### src/hw/rtl/ssp_pkg.sv
// Package for the scan step to Cartesian point converter.
// Holds CORDIC constants, register indexes and datapath widths.
// No dependencies.
package ssp_pkg;

  localparam int CORDIC_ITERS = 28;
  localparam int XW = 48;
  localparam int ZW = 33;
  localparam int CFG_W = 17;
  localparam int CFG_IDX_W = 3;
  localparam logic [29:0] CORDIC_GAIN_Q30 = 30'h26DD3B6A;

  localparam logic [31:0] ATAN_TURN32 [CORDIC_ITERS] = '{
    32'h20000000, 32'h12E4051E, 32'h09FB385B, 32'h051111D4, 32'h028B0D43,
    32'h0145D7E1, 32'h00A2F61E, 32'h00517C55, 32'h0028BE53, 32'h00145F2F,
    32'h000A2F98, 32'h000517CC, 32'h00028BE6, 32'h000145F3, 32'h0000A2FA,
    32'h0000517D, 32'h000028BE, 32'h0000145F, 32'h00000A30, 32'h00000518,
    32'h0000028C, 32'h00000146, 32'h000000A3, 32'h00000051, 32'h00000029,
    32'h00000014, 32'h0000000A, 32'h00000005
  };

  typedef enum logic [CFG_IDX_W-1:0] {
    REG_FRONT_STEP   = 3'd0,
    REG_TOTAL_STEPS  = 3'd1,
    REG_FIRST_STEP   = 3'd2,
    REG_LAST_STEP    = 3'd3,
    REG_RANGE_CAP    = 3'd4,
    REG_ROT_OFS      = 3'd5,
    REG_OFFSET_X     = 3'd6,
    REG_OFFSET_Y     = 3'd7
  } reg_idx_t;

endpackage

### src/hw/rtl/ssp_cordic_cell.sv
// One CORDIC rotation cell, iteration I.
// Uses ssp_pkg for widths and the arctangent table.
module ssp_cordic_cell #(
  parameter int I = 0
) (
  input  logic                            clk,
  input  logic                            rst_n,
  input  logic                            en,
  input  logic                            v_i,
  input  logic signed [ssp_pkg::XW-1:0]   x_i,
  input  logic signed [ssp_pkg::XW-1:0]   y_i,
  input  logic signed [ssp_pkg::ZW-1:0]   z_i,
  input  logic [1:0]                      q_i,
  output logic                            v_o,
  output logic signed [ssp_pkg::XW-1:0]   x_o,
  output logic signed [ssp_pkg::XW-1:0]   y_o,
  output logic signed [ssp_pkg::ZW-1:0]   z_o,
  output logic [1:0]                      q_o
);

  localparam logic signed [ssp_pkg::ZW-1:0] ATN =
    ssp_pkg::ZW'(ssp_pkg::ATAN_TURN32[I]);

  logic signed [ssp_pkg::XW-1:0] dx, dy;

  always_comb begin
    dx = y_i >>> I;
    dy = x_i >>> I;
  end

  always_ff @(posedge clk) begin
    if (!rst_n) begin
      v_o <= 1'b0;
    end else if (en) begin
      v_o <= v_i;
    end
  end

  always_ff @(posedge clk) begin
    if (en) begin
      q_o <= q_i;
      if (!z_i[ssp_pkg::ZW-1]) begin
        x_o <= x_i - dx;
        y_o <= y_i + dy;
        z_o <= z_i - ATN;
      end else begin
        x_o <= x_i + dx;
        y_o <= y_i - dy;
        z_o <= z_i + ATN;
      end
    end
  end

endmodule

### config.mk
export PLATFORM = sky130hd
export DESIGN_NAME = ssp_cordic_cell
export DESIGN_NICKNAME = d
export VERILOG_FILES = /design/src/hw/rtl/ssp_pkg.sv /design/src/hw/rtl/ssp_cordic_cell.sv
export SDC_FILE = /design/constraint.sdc
export NUM_CORES = 1
export LEC_CHECK = 0
export CAP_MARGIN = 20
export CORE_ASPECT_RATIO = 1.5
export CORE_MARGIN = 1
export CORE_UTILIZATION = 30
export CTS_CLUSTER_SIZE = 40
export DETAILED_ROUTE_END_ITERATION = 8
export DONT_BUFFER_PORTS = 1
export SETUP_SLACK_MARGIN = 0.1
export SLEW_MARGIN = 15
export SYNTH_ARGS = -nofsm -noshare
export SYNTH_HDL_FRONTEND = slang
export SYNTH_SLANG_ARGS = --single-unit
### constraint.sdc
create_clock -name clk -period 3.9 [get_ports clk]
set_input_delay 1.17 -clock clk [delete_from_list [all_inputs] [get_ports clk]]
set_output_delay 1.17 -clock clk [all_outputs]
set_load 0.1 [all_outputs]
==> out/summary.log <==
[yosys] total standard cell area after synthesis 0.0124 mm2
[detailed_routing] number of antenna-violating nets in the routed design 0
[clock_network] TritonCTS clock tree yes
[power] Total Power Consumption 7.20 mW
[detailed_routing] via count 11.9k
[floorplan] num ports 267
[yosys] synthesis warning total 0
[yosys] share of synthesized area occupied by flip-flops and latches 31.5%
[setup_path] required arrival time at the worst endpoint 4.11 ns
[sta] maximum clock skew at final layout 0 ns
[global_route] initial antenna violation count 0
[setup_path] worst setup path class input port to flop
[sta] post-route minimum period 3.69 ns
[floorplan] core box area 0.0410 mm2
[global_route] grt total ovfl 0
[sta] unrepaired setup endpoints after global routing yes
[clock_network] clock latency of the later-clocked register in the worst-skew pair 0.46 ns
[power] Static Leak 6.94 nW
[clock_network] sink count of the clock tree 131
[sta] Final setup violation count 0
[power] power density normalized to cell area 450 mW/mm2
[yosys] top post-synthesis cells by area sky130_fd_sc_hd__edfxtp_1 31%, sky130_fd_sc_hd__ha_1 14%, sky130_fd_sc_hd__a21oi_1 7.8%
[sta] final worst-path cycle share 94.7%
[finish] final instance area 0.0160 mm2
[flow_run] count of max-cap constraint violations 0
[sta] worst-case hold slack 0.799 ns
[global_route] pin count of the biggest net entering global routing 132
[finish] most common cell after layout, fill and taps aside sky130_fd_sc_hd__buf_4
[floorplan] die footprint 0.0423 mm2
[yosys] cell type with the largest total area after synthesis sky130_fd_sc_hd__edfxtp_1
[setup_path] launching element type of the critical path input port
[detailed_routing] total wire length after detailed routing 48100 um
[clock_network] clk buf depth 2
[finish] final standard cell count with taps included and fillers excluded 2228
[clock_network] post-CTS clock slew at the launch and capture registers of the worst setup and hold paths 0.06 ns
[floorplan] vertical extent of the die 251 um
[outcome] run status complete, no violations
[finish] highest-count cells in the layout ignoring fill and taps 307 x sky130_fd_sc_hd__buf_4, 190 x sky130_fd_sc_hd__a21oi_1, 136 x sky130_fd_sc_hd__inv_1, 131 x sky130_fd_sc_hd__ha_1, 130 x sky130_fd_sc_hd__edfxtp_1
[place] placed cell areas 0.0152 mm2
[yosys] Mapped Cells 1442
[sta] Fin. Hold Viols 0
[detailed_routing] number of design-rule violations left by the first detailed-router iteration 754
[yosys] number of unique standard cell types used by synthesis 87
[floorplan] die span in x 168 um
[setup_path] crit-path cells inv_1, ha_4, buf_4, nand3b_1, a211oi_1, buf_4, or2_2, o41ai_2, buf_4, o31ai_1, buf_4, a41oi_2, o211ai_1, a31oi_2, a21oi_1, xnor2_1
[setup_path] arrival time at the worst endpoint 3.90 ns
[hold_path] hold crit path type input port to flop
[place] instance count after placement with tap cells included 2194
[global_route] total global routing track utilization 22.6%
[place] post-detail-place hpwl 39300 um
[finish] Layout Area Growth over Synthesis 28.7%
[finish] Final #Nets 1986
[yosys] share of synthesized registers carrying an async set or reset 0%
[sta] max-slew headroom at the worst pin 32.6%
[finish] Antenna diodes 0
[clock_network] root buffer cell sky130_fd_sc_hd__clkbuf_16
[global_route] via count of the first global-routing pass 12.3k
[sta] Fin Setup TNS 0 ns
[setup_path] CP max stage delay 0.30 ns
[yosys] share of Yosys cell area claimed by the top area cell type 31.4%
[sta] Final Slew Violations 0
[detailed_routing] TritonRoute pass-1 iters 6
[clock_network] number of clock buffers inserted by TritonCTS 17
[floorplan] Starting Density 30.4%
[power] highest ir drop seen on vdd 305 uV
[clock_network] hold-fix buffer count after cts 0
[detailed_routing] average detailed-routed wire length per instance 21.6 um
[place] routability-driven placement congestion ratio 0.950
[setup_path] sort of element at the end of the critical path flop
[yosys] average size of a mapped cell 8.63 um2
[yosys] #FFs+latches synth 131
[finish] ratio of cells with drive above 1 in the final layout 24.0%
[yosys] Main synth FF type sky130_fd_sc_hd__edfxtp_1
[clock_network] # H-tree levels 4
[global_route] first-pass GRT wire length 72000 um
[place] number of I/O port buffers 0
[setup_path] crit path max-delay cell type sky130_fd_sc_hd__or2_2
[setup_path] most prevalent standard cell on the critical path sky130_fd_sc_hd__buf_4
[detailed_routing] drt drc 0
[sta] pin slew with the least headroom to its limit 1.01 ns
[yosys] number of nets in the synthesized netlist 1724
[floorplan] number of rows in the core area 91
[detailed_routing] vias per std cell 5.34
[yosys] count of flip-flops with a built-in enable after synthesis 130
[sta] max frequency 271 MHz
[setup_path] Max FO, Critical Path 5
## Yosys cell counts, types with 23 or more instances
| cell | number |
|---|---|
| sky130_fd_sc_hd__a21oi_1 | 195 |
| sky130_fd_sc_hd__ha_1 | 143 |
| sky130_fd_sc_hd__inv_1 | 137 |
| sky130_fd_sc_hd__edfxtp_1 | 130 |
| sky130_fd_sc_hd__o21ai_0 | 111 |
| sky130_fd_sc_hd__nor2_1 | 96 |
| sky130_fd_sc_hd__nand2_1 | 90 |
| sky130_fd_sc_hd__xnor2_1 | 84 |
| sky130_fd_sc_hd__clkbuf_1 | 34 |
| sky130_fd_sc_hd__a21o_1 | 30 |
| sky130_fd_sc_hd__nor3_1 | 27 |
| sky130_fd_sc_hd__o21bai_1 | 26 |
| sky130_fd_sc_hd__nand3_1 | 23 |
## layer usage
| layer | global-route usage, % | share of wire, % | vias up |
|---|---|---|---|
| met2 | 41.6 | 52 | 453 |
| met3 | 3.91 | 5.0 | 127 |
| li1 | - | - | 5703 |
| met4 | 14.0 | 5.9 | 0 |
| met1 | 23.7 | 37 | 5606 |
| met5 | 0 | 0 | - |
## layout make-up
| type | count | area, um2 |
|---|---|---|
| flip-flops and latches | 131 | 3920 |
| fillers | 4162 | 25000 |
| multi-input cells | 1097 | 7920 |
| repair buffers | 309 | 2350 |
| inverters | 148 | 559 |
| well taps | 511 | 639 |
| clock inverters | 14 | 191 |
| clock buffers | 18 | 429 |
## logic make-up after synthesis
kind of cell	count (synthesis)	share of synthesized area (%)
AO/OA/AOI/OAI	498	25.0
XOR/XNOR	94	6.62
adder cells (fa/ha/maj)	147	15.0
buffers and inverters	214	6.86
flip-flops	131	31.5
multiplexers	20	1.62
AND/OR/NAND/NOR	338	13.3
## worst max-delay path: cells and delay by family
family,cells,cell delay [ns]
adders and majority gates,1,0.26
AOI/OAI and AO/OA,7,1.20
buffers and inverters,5,0.65
xor gates and xnor gates,1,0.15
and+or+nand+nor,2,0.44
## sequential cells by signal, summed over array words and instances (netlist names)
register and flops:
z_o 33, y_o 47, q_o 2, x_o 48
v_o 1
## metrics by stage
| step | utilization [%] | setup WS [ns] |
|---|---|---|
| finish | 39.1 | 0.206 |
| CTS | 38.6 | 0.0493 |
| global route | 39.1 | 0.0664 |
| global placement | 37.0 | -0.572 |
| detailed placement | 37.0 | -0.557 |
| floorplan | - | 0.0707 |
## final timing paths
path                     from           endpoint  slack, ns  depth (start not counted)
max                    x_i[2]  y_o[43]$_DFFE_PP_       0.21                         16
min                   z_i[26]  z_o[26]$_DFFE_PP_       0.80                          0
max reg2reg  v_o$_SDFFE_PN0P_   v_o$_SDFFE_PN0P_       2.59                          2
min reg2reg  v_o$_SDFFE_PN0P_   v_o$_SDFFE_PN0P_       1.01                          2
## power by group
| group | total [mW] | switching [mW] | internal, mW |
|---|---|---|---|
| Sequential | 3.42 | 1.58 | 1.85 |
| Combinational | 2.01 | 1.11 | 0.901 |
| Clock | 1.77 | 0.746 | 1.03 |
| Total | 7.20 | 3.43 | 3.78 |
## what timing repair did
item / 4_1_cts / 5_1_grt
resized for setup: 4 / 37
pin swaps: 2 / 14
buffers inserted: 1 / 1
endpoints found under the setup margin: 15 / 31
Note: power is estimated with default switching activity, not from simulation.
