[src/hw/rtl/ssp_div_cell.sv]
// One restoring division cell: one quotient bit per stage.
// Part of the chain that forms the rounded step angle; does not use ssp_pkg.
module ssp_div_cell #(
  parameter int SB = 12,
  parameter int AB = 16,
  parameter int NW = 30
) (
  input  logic          clk,
  input  logic          rst_n,
  input  logic          en,
  input  logic [SB:0]   div,
  input  logic          v_i,
  input  logic [NW-1:0] num_i,
  input  logic [SB+1:0] rem_i,
  input  logic [AB-1:0] quot_i,
  input  logic          neg_i,
  input  logic          zero_i,
  input  logic [15:0]   d_i,
  output logic          v_o,
  output logic [NW-1:0] num_o,
  output logic [SB+1:0] rem_o,
  output logic [AB-1:0] quot_o,
  output logic          neg_o,
  output logic          zero_o,
  output logic [15:0]   d_o
);

  logic [SB+1:0] t;
  logic          ge;

  always_comb begin
    t  = {rem_i[SB:0], num_i[NW-1]};
    ge = t >= {1'b0, div};
  end

  always_ff @(posedge clk) begin
    if (!rst_n) begin
      v_o <= 1'b0;
    end else if (en) begin
      v_o <= v_i;
    end
  end

  always_ff @(posedge clk) begin
    if (en) begin
      num_o  <= num_i << 1;
      rem_o  <= ge ? (t - {1'b0, div}) : t;
      quot_o <= {quot_i[AB-2:0], ge};
      neg_o  <= neg_i;
      zero_o <= zero_i;
      d_o    <= d_i;
    end
  end

endmodule

[config.mk]
export PLATFORM = sky130hd
export DESIGN_NAME = ssp_div_cell
export DESIGN_NICKNAME = d
export VERILOG_FILES = /design/src/hw/rtl/ssp_div_cell.sv
export SDC_FILE = /design/constraint.sdc
export NUM_CORES = 1
export LEC_CHECK = 0
export ABC_AREA = 1
export BUFFER_PORTS_ARGS = -buffer_cell sky130_fd_sc_hd__clkbuf_2
export CORE_UTILIZATION = 45
export DETAILED_ROUTE_END_ITERATION = 10
export PLACE_DENSITY = 0.9
export SETUP_SLACK_MARGIN = 0.3
export SYNTH_ARGS = -nofsm -noshare
export SYNTH_HDL_FRONTEND = slang
export SYNTH_SLANG_ARGS = --single-unit
[constraint.sdc]
create_clock -name clk -period 5.16 [get_ports clk]
set_clock_uncertainty 0.2 [all_clocks]
set_input_delay 0.774 -clock clk [delete_from_list [all_inputs] [get_ports clk]]
set_output_delay 0.774 -clock clk [all_outputs]
set_load 0.005 [all_outputs]
==> flow_summary_export.csv, run 1 <==
group,metric,value,unit
run_status,status,"finished, final reports clean",
setup_path,start_kind,"primary input",
synth,ys_ff_latch,78,
clock_network,worst_skew_pair.late_latency,330,ps
pwr,ir_drop,0.1473,mV
synth,ys_seq_area_share,66.50,%
drt,drtAntennaViolNets,0,
clock_network,root_buffer,"clkbuf_8",
synth,syn-num-nets,419,
clock_network,cts_tree,"built",
drt,wl,8012,µm
cells_and_area,multiInputGateArea,912.1,µm²
pwr,powerDensity,315.0,nW/µm²
die,rows,31,
synth,synthCells,310,
timing,max_slew_margin,38.68,%
die,start_util,47.34,%
setup_path,cp.required,5050,ps
job,max-cap-violations,0,
synth,syn_area_per_cell,11.31,µm²
setup_path,crit_path_max_fanout,17,
clock_network,numCtsBuffers,9,
pwr,leakagePower,2.360,nW
synth,syn_area,3507,µm²
timing,setup_violations,0,
cells_and_area,instances_no_fill,592,
timing,holdWs,356.6,ps
clock_network,cts_buffer_depth,2,
cells_and_area,final_nets,597,
global_routing,grt_pass1_wl,12490,µm
drt,dr_total_vias,2715,
clock_network,post-cts-setup-buffer-count,0,
clock_network,hold_buffers,0,
placement,globalplace.congestion,0.9041,
global_routing,grt_pass1_vias,2555,
global_routing,antenna_found_initial,0,
setup_path,crit_path_end_kind,"flip-flop",
cells_and_area,regArea,2332,µm²
drt,firstDrtPassIters,4,
setup_path,crit_arrival,2360,ps
clock_network,clock-sinks,78,
die,dieArea,8150,µm²
global_routing,overflow,0,
clock_network,clk_pin_slew_worst_paths,80,ps
placement,port_buffers,170,
timing,fin_crit,2472,ps
clock_network,cts_resized,0,
setup_path,crit_type,"in -> reg",
min_path,hold_path_class,"reg -> reg",
die,core,7408,µm²
timing,hold_viol,0,
pwr,power.total,1.463,mW
drt,drc_errors,0,
placement,dp.cells,576,
cells_and_area,nFillCells,604,
timing,max_freq,0.4046,GHz
drt,drt_iter0_drc,108,
cells_and_area,area_delta_synth_final,32.39,%
synth,synth.distinct_cells,26,
timing,fin_setup_tns,0,ps
timing,post-route-period-util,47.90,%
cells_and_area,n_antenna_cell,0,
die,io_pins,174,
timing,worstMarginPinSlew,919.8,ps
placement,dpl.hpwl,6452,µm
timing,grt_setup_unrepaired,"no",
timing,slew_viol_final,0,
cells_and_area,final_core_util,62.68,%
global_routing,grt_max_degree,80,
die,dieHeight,90.28,µm
die,fp.dieW,90.28,µm
drt,wire_per_inst,13.53,µm
synth,ys_warn_count,0,
cells_and_area,drive_gt1_share,41.58,%
drt,vias_per_cell,4.586,
global_routing,track_usage,20.22,%
clock_network,cts_max_level,3,
[cells in the mapped netlist, drive strengths merged]
library cell	number	share of area, %
inv	59	6.4
buf	3	1.1
xnor2	1	0.25
xor2	6	1.5
o21ai	3	0.43
nand2	102	12
edfxtp	77	66
fa	1	0.57
nor2	14	1.6
ha	13	4.6
nand3	16	2.8
nand3b	1	0.21
and2	1	0.18
nand4	4	0.71
a21oi	7	1.2
conb	1	0.11
dfxtp	1	0.57
[flip-flops by register name, indices dropped and copies added, names as in the netlist]
register	flops
v_o	1
d_o	16
neg_o	1
num_o	29
rem_o	14
zero_o	1
quot_o	16
[per-stage QoR]
stage	setup slack (ps)	instance area, µm²
floorplan	2653	3507
global placement	2384	4446
detailed placement	2329	4446
CTS	2699	4643
global route	2560	4643
finish	2688	4643
[worst paths after layout]
kind,start,end,slack (ps),cells after the start
worst max-delay path,num_i[29],rem_o[8],2690,12
worst min register to register,v_o,v_o,360,2
worst max register to register,v_o,v_o,4290,2
worst min-delay path,v_o,v_o,360,2
[final cells by class]
cell class	count	area share (%)
sequential	78	50.23
multi-input combinational	170	19.64
timing repair buffer	170	18.38
inverter	59	4.824
clock buffer	10	2.749
tap	99	2.668
clock inverter	6	1.509
[logic make-up (layout without fill, tap and decap cells)]
family,count (synthesis),count (layout),synth area share (%)
AOI/OAI and AO/OA,10,10,1.641
other,1,1,0.1069
xor gates and xnor gates,7,7,1.748
and+or+nand+nor,138,138,17.30
adders and majority gates,14,14,5.209
DFF,78,78,66.50
buffers and inverters,62,245,7.492
[layout by cell type (no fill, tap or decap)]
master,netlist,layout
o21ai_0,3,3
and2_1,1,1
bufinv_16,0,1
clkinvlp_4,0,3
nand2_2,12,12
dfxtp_1,1,1
xnor2_1,1,1
ha_1,13,13
a21oi_1,5,5
a21oi_2,2,2
nand3_1,14,14
clkbuf_8,0,9
clkbuf_1,0,1
conb_1,1,1
fa_1,1,1
nand4_1,4,4
inv_6,0,2
clkbuf_2,0,169
nand2_1,90,90
buf_4,1,1
nand3b_1,1,1
nor2_1,12,12
xor2_1,6,6
edfxtp_1,77,77
nand3_2,1,1
inv_4,1,1
nand3_4,1,1
inv_1,57,57
inv_2,1,1
nor2_2,2,2
[metal layers]
metal / wire, µm / vias up / GRT usage, %
met1: 2967 / 1226 / 22.53
met2: 4354 / 114 / 36.58
met5: 0 / - / 0
li1: - / 1362 / -
met4: 167 / 0 / 8.199
met3: 523 / 13 / 5.303
[critical path, cell delays in order]
cell and delay, ps:
clkbuf_2 70, inv_1 40, ha_1 200, fa_1 420, inv_1 110, nand2_1 70
nand3_2 100, nand2_2 70, nand3_4 200, inv_4 150, nand2_1 100, nand2_1 50
[power breakdown]
| part | internal, mW | switching (mW) | total, mW |
|---|---|---|---|
| Sequential | 0.764 | 0.0159 | 0.780 |
| Combinational | 0.105 | 0.134 | 0.239 |
| Clock | 0.227 | 0.216 | 0.443 |
| Total | 1.10 | 0.366 | 1.46 |
Power figures use the tool's default switching activity.
==> run 2, diff against run 1 <==
--- a/config.mk
+++ b/config.mk
@@ -7,9 +7,9 @@
 export LEC_CHECK = 0
 export ABC_AREA = 1
 export BUFFER_PORTS_ARGS = -buffer_cell sky130_fd_sc_hd__clkbuf_2
-export CORE_UTILIZATION = 45
+export CORE_UTILIZATION = 41
 export DETAILED_ROUTE_END_ITERATION = 10
-export PLACE_DENSITY = 0.9
+export PLACE_DENSITY = 0.87
 export SETUP_SLACK_MARGIN = 0.3
 export SYNTH_ARGS = -nofsm -noshare
 export SYNTH_HDL_FRONTEND = slang
==> constraint.sdc (replaced) <==
create_clock -name clk -period 2.02 [get_ports clk]
set_clock_uncertainty 0.2 [all_clocks]
set_input_delay 0.303 -clock clk [delete_from_list [all_inputs] [get_ports clk]]
set_output_delay 0.303 -clock clk [all_outputs]
set_load 0.005 [all_outputs]
==> run 2 against run 1 <==
  * Via count is 17% higher
  * Highest routed layer unchanged
  * Combinational power increased to 3.9 times the previous value
  * Clock power grew to 2.6 times the previous value
  * Utilization is 7.9 points higher
==> flow_summary_export.csv, run 2 (synthesis gave the netlist of run 1 again) <==
group,metric,value,unit
placement,port_buffers,170,
setup_path,r2r_slack,570,ps
timing,max_freq,0.5872,GHz
timing,hold_viol,0,
placement,dpl.hpwl,6799,µm
setup_path,r2r_end,"v_o",
clock_network,cts_tree,"built",
die,dieHeight,94.49,µm
cells_and_area,nFillCells,564,
setup_path,crit_type,"in -> reg",
setup_path,cpMostUsedCell,"nor2_2",
pwr,powerDensity,699.2,nW/µm²
setup_path,crit_path_max_fanout,6,
setup_path,worstPathCellList,"buf_2, ha_4, nand2_4, nor2_2, nand2_1, nor2_2, nor2_2, nand3_4, buf_6, nand3_1, nand2_1",
min_path,hold_path_class,"in -> reg",
drt,drt_iter0_drc,112,
setup_path,cp-startpoint,"rem_i[8]",
cells_and_area,drive_gt1_share,47.34,%
cells_and_area,layout_commonest_cell,"clkbuf_2",
setup_path,cpMaxStageDelayCell,"ha_4",
setup_path,crit_path_end_kind,"flip-flop",
global_routing,antenna_found_initial,0,
setup_path,critPathMaxStageDelay,260,ps
setup_path,regToRegStartpoint,"v_o",
pwr,leakagePower,2.797,nW
cells_and_area,regArea,2332,µm²
job,max-cap-violations,0,
global_routing,track_usage,22.77,%
pwr,power.total,4.073,mW
cells_and_area,reg_top3,"num_o (29), d_o (16), quot_o (16)",
cells_and_area,n_antenna_cell,0,
timing,post-route-period-util,84.30,%
run_status,status,"finished, final reports clean",
drt,firstDrtPassIters,4,
global_routing,overflow,0,
setup_path,r2r_cells,3,
clock_network,clk_pin_slew_worst_paths,80,ps
setup_path,start_kind,"primary input",
die,core,8258,µm²
setup_path,cp.required,1910,ps
placement,dp_slack,-164.9,ps
drt,wire_per_inst,15.31,µm
timing,slew_viol_final,0,
global_routing,grt_pass1_vias,3125,
die,rows,33,
die,dieArea,8927,µm²
global_routing,grt_max_degree,36,
die,fp.dieW,94.49,µm
timing,fin_crit,1703,ps
clock_network,numCtsBuffers,9,
drt,vias_per_cell,4.618,
cells_and_area,area_delta_synth_final,66.11,%
cells_and_area,regMostFlops,"num_o",
clock_network,worst_skew_pair.late_latency,340,ps
drt,drc_errors,0,
drt,drtAntennaViolNets,0,
timing,grt_setup_unrepaired,"yes",
drt,wl,10530,µm
pwr,ir_drop,0.4783,mV
cells_and_area,layout_common_cells,"164 x clkbuf_2, 79 x nand2_1, 77 x edfxtp_1, 64 x dlygate4sd3_1, 42 x inv_1",
setup_path,crit_arrival,1590,ps
timing,setup_violations,0,
placement,globalplace.congestion,0.8373,
clock_network,clock-sinks,78,
clock_network,cts_max_level,3,
cells_and_area,final_nets,687,
cells_and_area,largest_reg_flops,29,
die,start_util,42.47,%
drt,dr_total_vias,3177,
clock_network,cts_buffer_depth,2,
cells_and_area,multiInputGateArea,1155,µm²
clock_network,root_buffer,"clkbuf_8",
global_routing,grt_pass1_wl,15120,µm
timing,setup_slack,317.0,ps
die,io_pins,174,
setup_path,setup.worst_path.end,"rem_o[9]",
[run 2: cell types whose count changed in the layout (fill, tap and decap cells not counted), moves of 6 or more]
cell / delta
inv_1: -15
nand2_2: +6
nand2_1: -11
buf_4: +23
inv_2: +13
dlygate4sd3_1: +64
ha_1: -13
ha_4: +13
[run 2: per-layer routing]
| metal | GRT usage (%) | part of all wire (%) | vias to the layer above |
|---|---|---|---|
| met2 | 43.72 | 53 | 154 |
| met3 | 5.475 | 7.7 | 16 |
| li1 | - | - | 1535 |
| met1 | 24.35 | 37 | 1472 |
| met5 | 0 | 0 | - |
| met4 | 7.071 | 1.7 | 0 |
[run 2: area by class of cell]
type | count | share of cell area [%]
inverters | 59 | 4.188
repair buffers | 260 | 30.30
multi-input cells | 170 | 19.82
flip-flops and latches | 78 | 40.03
clock buffers | 10 | 2.191
well taps | 105 | 2.255
clock inverters | 6 | 1.203
[run 2: stage by stage]
stage	utilization (%)	TNS [ps]	area (µm²)	hold slack [ps]	instances
2_1_floorplan	-	0	3690	196.5	310
3_3_place_gp	57.95	-1146	4786	280.5	597
3_5_place_dp	57.95	-1982	4786	281.8	597
4_1_cts	68.29	0	5639	70.39	678
5_1_grt	70.55	0	5826	57.09	688
6_report	70.55	0	5826	58.83	688
[run 2: power by group]
part	internal, mW	switching (mW)	leakage, nW	total (mW)
logic	0.477	0.445	1.95	0.922
registers	1.95	0.0468	0.762	2.00
clock network	0.580	0.573	0.0895	1.15
total	3.01	1.06	2.80	4.07
[run 2: timing repair]
item,in CTS,in global routing
hold buffers,64,0
endpoints found under the setup margin,13,14
resized for setup,3,40
setup buffers,1,9
hold endpoints to repair,63,0
gates cloned,0,1
pin swaps,1,4
[run 2: worst min path at each step]
stage / start / endpoint / cells past startpoint
after detailed placement: num_i[15] / num_o[16] / 1
after global routing: rem_i[2] / rem_o[3] / 3
final: rem_i[6] / rem_o[7] / 3
after global placement: quot_i[4] / quot_o[5] / 1
after CTS: rem_i[2] / rem_o[3] / 3
after floorplan: en / v_o / 1
[run 2: critical path: cells and delay by family]
family | cells | cell delay [ps]
and+or+nand+nor | 8 | 710
buffers and inverters | 2 | 300
adders and majority gates | 1 | 260
==> run 3, diff against run 2 <==
--- a/config.mk
+++ b/config.mk
@@ -7,9 +7,9 @@
 export LEC_CHECK = 0
 export ABC_AREA = 1
 export BUFFER_PORTS_ARGS = -buffer_cell sky130_fd_sc_hd__clkbuf_2
-export CORE_UTILIZATION = 41
+export CORE_UTILIZATION = 45
 export DETAILED_ROUTE_END_ITERATION = 10
-export PLACE_DENSITY = 0.87
+export PLACE_DENSITY = 0.9
 export SETUP_SLACK_MARGIN = 0.3
 export SYNTH_ARGS = -nofsm -noshare
 export SYNTH_HDL_FRONTEND = slang
==> constraint.sdc (replaced) <==
create_clock -name clk -period 1.7 [get_ports clk]
set_clock_uncertainty 0.2 [all_clocks]
set_input_delay 0.255 -clock clk [delete_from_list [all_inputs] [get_ports clk]]
set_output_delay 0.255 -clock clk [all_outputs]
set_load 0.005 [all_outputs]
==> run 3 against run 2 <==
  * Critical path depth is 1 higher
  * Non-clock buffer count is 23 higher
  * Critical endpoint is now rem_o[8]
  * Highest routed layer unchanged
  * Sequential cell count stayed put
  * Clock-buffer cell count is 1 lower
  * Largest power group unchanged
==> flow_summary_export.csv, run 3 (synthesis gave the netlist of run 1 again) <==
group,metric,value,unit
pwr,pwr-share-comb,23.8,%
clock_network,clk_pin_slew_worst_paths,80,ps
setup_path,start_kind,"primary input",
setup_path,cp-startpoint,"num_i[29]",
cells_and_area,layout_common_cells,"160 x clkbuf_2, 77 x edfxtp_1, 67 x nand2_1, 65 x dlygate4sd3_1, 43 x buf_4",
die,fp.dieW,90.28,µm
drt,drtAntennaViolNets,0,
placement,globalplace.congestion,0.9409,
setup_path,crit_family,"simple AND/OR/NAND/NOR gates",
cells_and_area,layout_commonest_cell,"clkbuf_2",
die,dieArea,8150,µm²
die,start_util,47.34,%
setup_path,worstPathCellList,"clkbuf_16, inv_12, ha_4, fa_2, inv_2, nand2_1, nand2_1, nand2_1, nand2_1, xor2_2, nand2_2, nand2_1",
global_routing,grt_pass1_wl,17710,µm
setup_path,crit_type,"in -> reg",
cells_and_area,largest_reg_flops,29,
clock_network,worst_skew_pair.late_latency,340,ps
timing,slew_viol_final,0,
cells_and_area,stdcell_area,6145,µm²
setup_path,critPathMaxStageDelay,350,ps
timing,max_freq,0.6094,GHz
cells_and_area,reg_top3,"num_o (29), d_o (16), quot_o (16)",
clock_network,cts_buffer_depth,2,
cells_and_area,regMostFlops,"num_o",
setup_path,crit_arrival,1550,ps
clock_network,clock-sinks,78,
setup_path,crit_path_max_fanout,3,
cells_and_area,final_nets,711,
clock_network,cts_tree,"built",
timing,fin_crit,1641,ps
die,rows,31,
timing,post-route-period-util,96.52,%
clock_network,numCtsBuffers,9,
clock_network,root_buffer,"clkbuf_8",
drt,wire_per_inst,16.80,µm
setup_path,crit_path_end_kind,"flip-flop",
setup_path,cpMaxStageDelayCell,"fa_2",
pwr,power.total,5.123,mW
pwr,share_clk_of_total_power,29.6,%
pwr,powerDensity,833.7,nW/µm²
global_routing,grt_max_degree,42,
placement,dpl.hpwl,7024,µm
setup_path,cpMostUsedCell,"nand2_1",
timing,setup_violations,0,
pwr,p_sw_share,26.27,%
drt,dr_total_vias,3445,
pwr,leakagePower,2.967,nW
drt,drc_errors,0,
setup_path,regToRegStartpoint,"v_o",
pwr,seqPwrFrac,46.6,%
die,core,7408,µm²
global_routing,overflow,0,
drt,wl,11880,µm
pwr,ir_drop,0.4076,mV
die,dieHeight,90.28,µm
cells_and_area,nFillCells,383,
global_routing,grt_pass1_vias,3493,
drt,vias_per_cell,4.873,
pwr,internal_power,3.777,mW
global_routing,track_usage,29.04,%
min_path,min_from,"en",
min_path,hold_path_class,"in -> reg",
job,max-cap-violations,0,
die,io_pins,174,
placement,port_buffers,170,
cells_and_area,drive_gt1_share,52.88,%
placement,postPlaceCellArea,4969,µm²
setup_path,cp.required,1610,ps
global_routing,antenna_found_initial,1,
timing,grt_setup_unrepaired,"yes",
pwr,p_sw,1.346,mW
drt,firstDrtPassIters,4,
cells_and_area,area_delta_synth_final,75.21,%
run_status,status,"finished, final reports clean",
clock_network,cts_max_level,3,
setup_path,critPathBufInv,3,
timing,hold_viol,0,
drt,drt_iter0_drc,153,
-- run 3: cell count changes in the layout (fill, tap and decap cells not counted), moves of 4 or more --
cell	change
nand2_2	+11
nand3_2	+4
nand2_1	-12
nand3_1	-4
clkbuf_2	-4
buf_4	+19
buf_6	+9
-- run 3: final cells by class --
type | instances | area, µm² | area share [%]
repair buffers | 283 | 1974 | 32.13
clock inverters | 7 | 93.84 | 1.527
repair inverters | 1 | 8.758 | 0.1425
inverters | 59 | 249.0 | 4.052
diodes | 1 | 2.502 | 0.04072
multi-input cells | 170 | 1236 | 20.12
flip-flops and latches | 78 | 2332 | 37.96
clock buffers | 9 | 123.9 | 2.016
well taps | 99 | 123.9 | 2.016
-- run 3: routing by layer --
metal  vias to the layer above  global-route usage [%]  share of wire [%]
met5                         -                       0                  0
met4                         0                   10.89                3.9
met3                        44                   6.229                6.4
met2                       202                   55.03                 54
met1                      1615                   31.46                 36
li1                       1584                       -                  -
-- run 3: repair_timing --
item | 4_1_cts | 5_1_grt
resized for setup | 21 | 54
setup buffers | 3 | 5
pin swaps | 20 | 26
endpoints found under the hold margin | 63 | 1
endpoints found under the setup margin | 15 | 15
gates cloned | 1 | 0
hold buffers | 64 | 1
-- run 3: stage by stage --
stage	std cells	setup TNS (ps)	setup WS, ps	util, %	hold slack (ps)
detailed placement	616	-5710	-409.7	67.07	233.6
CTS	700	0	63.75	79.99	41.44
global placement	616	-4609	-332.8	67.07	232.2
global route	707	-6.031	-6.031	82.94	59.09
floorplan	310	-2018	-198.2	-	148.5
finish	707	0	59.11	82.94	65.94
-- run 3: worst paths after layout --
check,to,slack (ps),cells past startpoint
hold / removal,num_o[21],70,1
setup / recovery,rem_o[8],60,12
hold reg to reg,v_o,410,2
setup reg to reg,v_o,810,2
-- run 3: power by group through the flow --
stage / Clock, mW / Sequential, mW / Combinational (mW)
finish: 1.52 / 2.38 / 1.22
global route: 1.62 / 2.40 / 1.32
CTS: 1.53 / 2.37 / 1.10
detailed placement: 0 / 2.41 / 0.929
global placement: 0 / 2.40 / 0.891
floorplan: 0 / 2.43 / 0.388
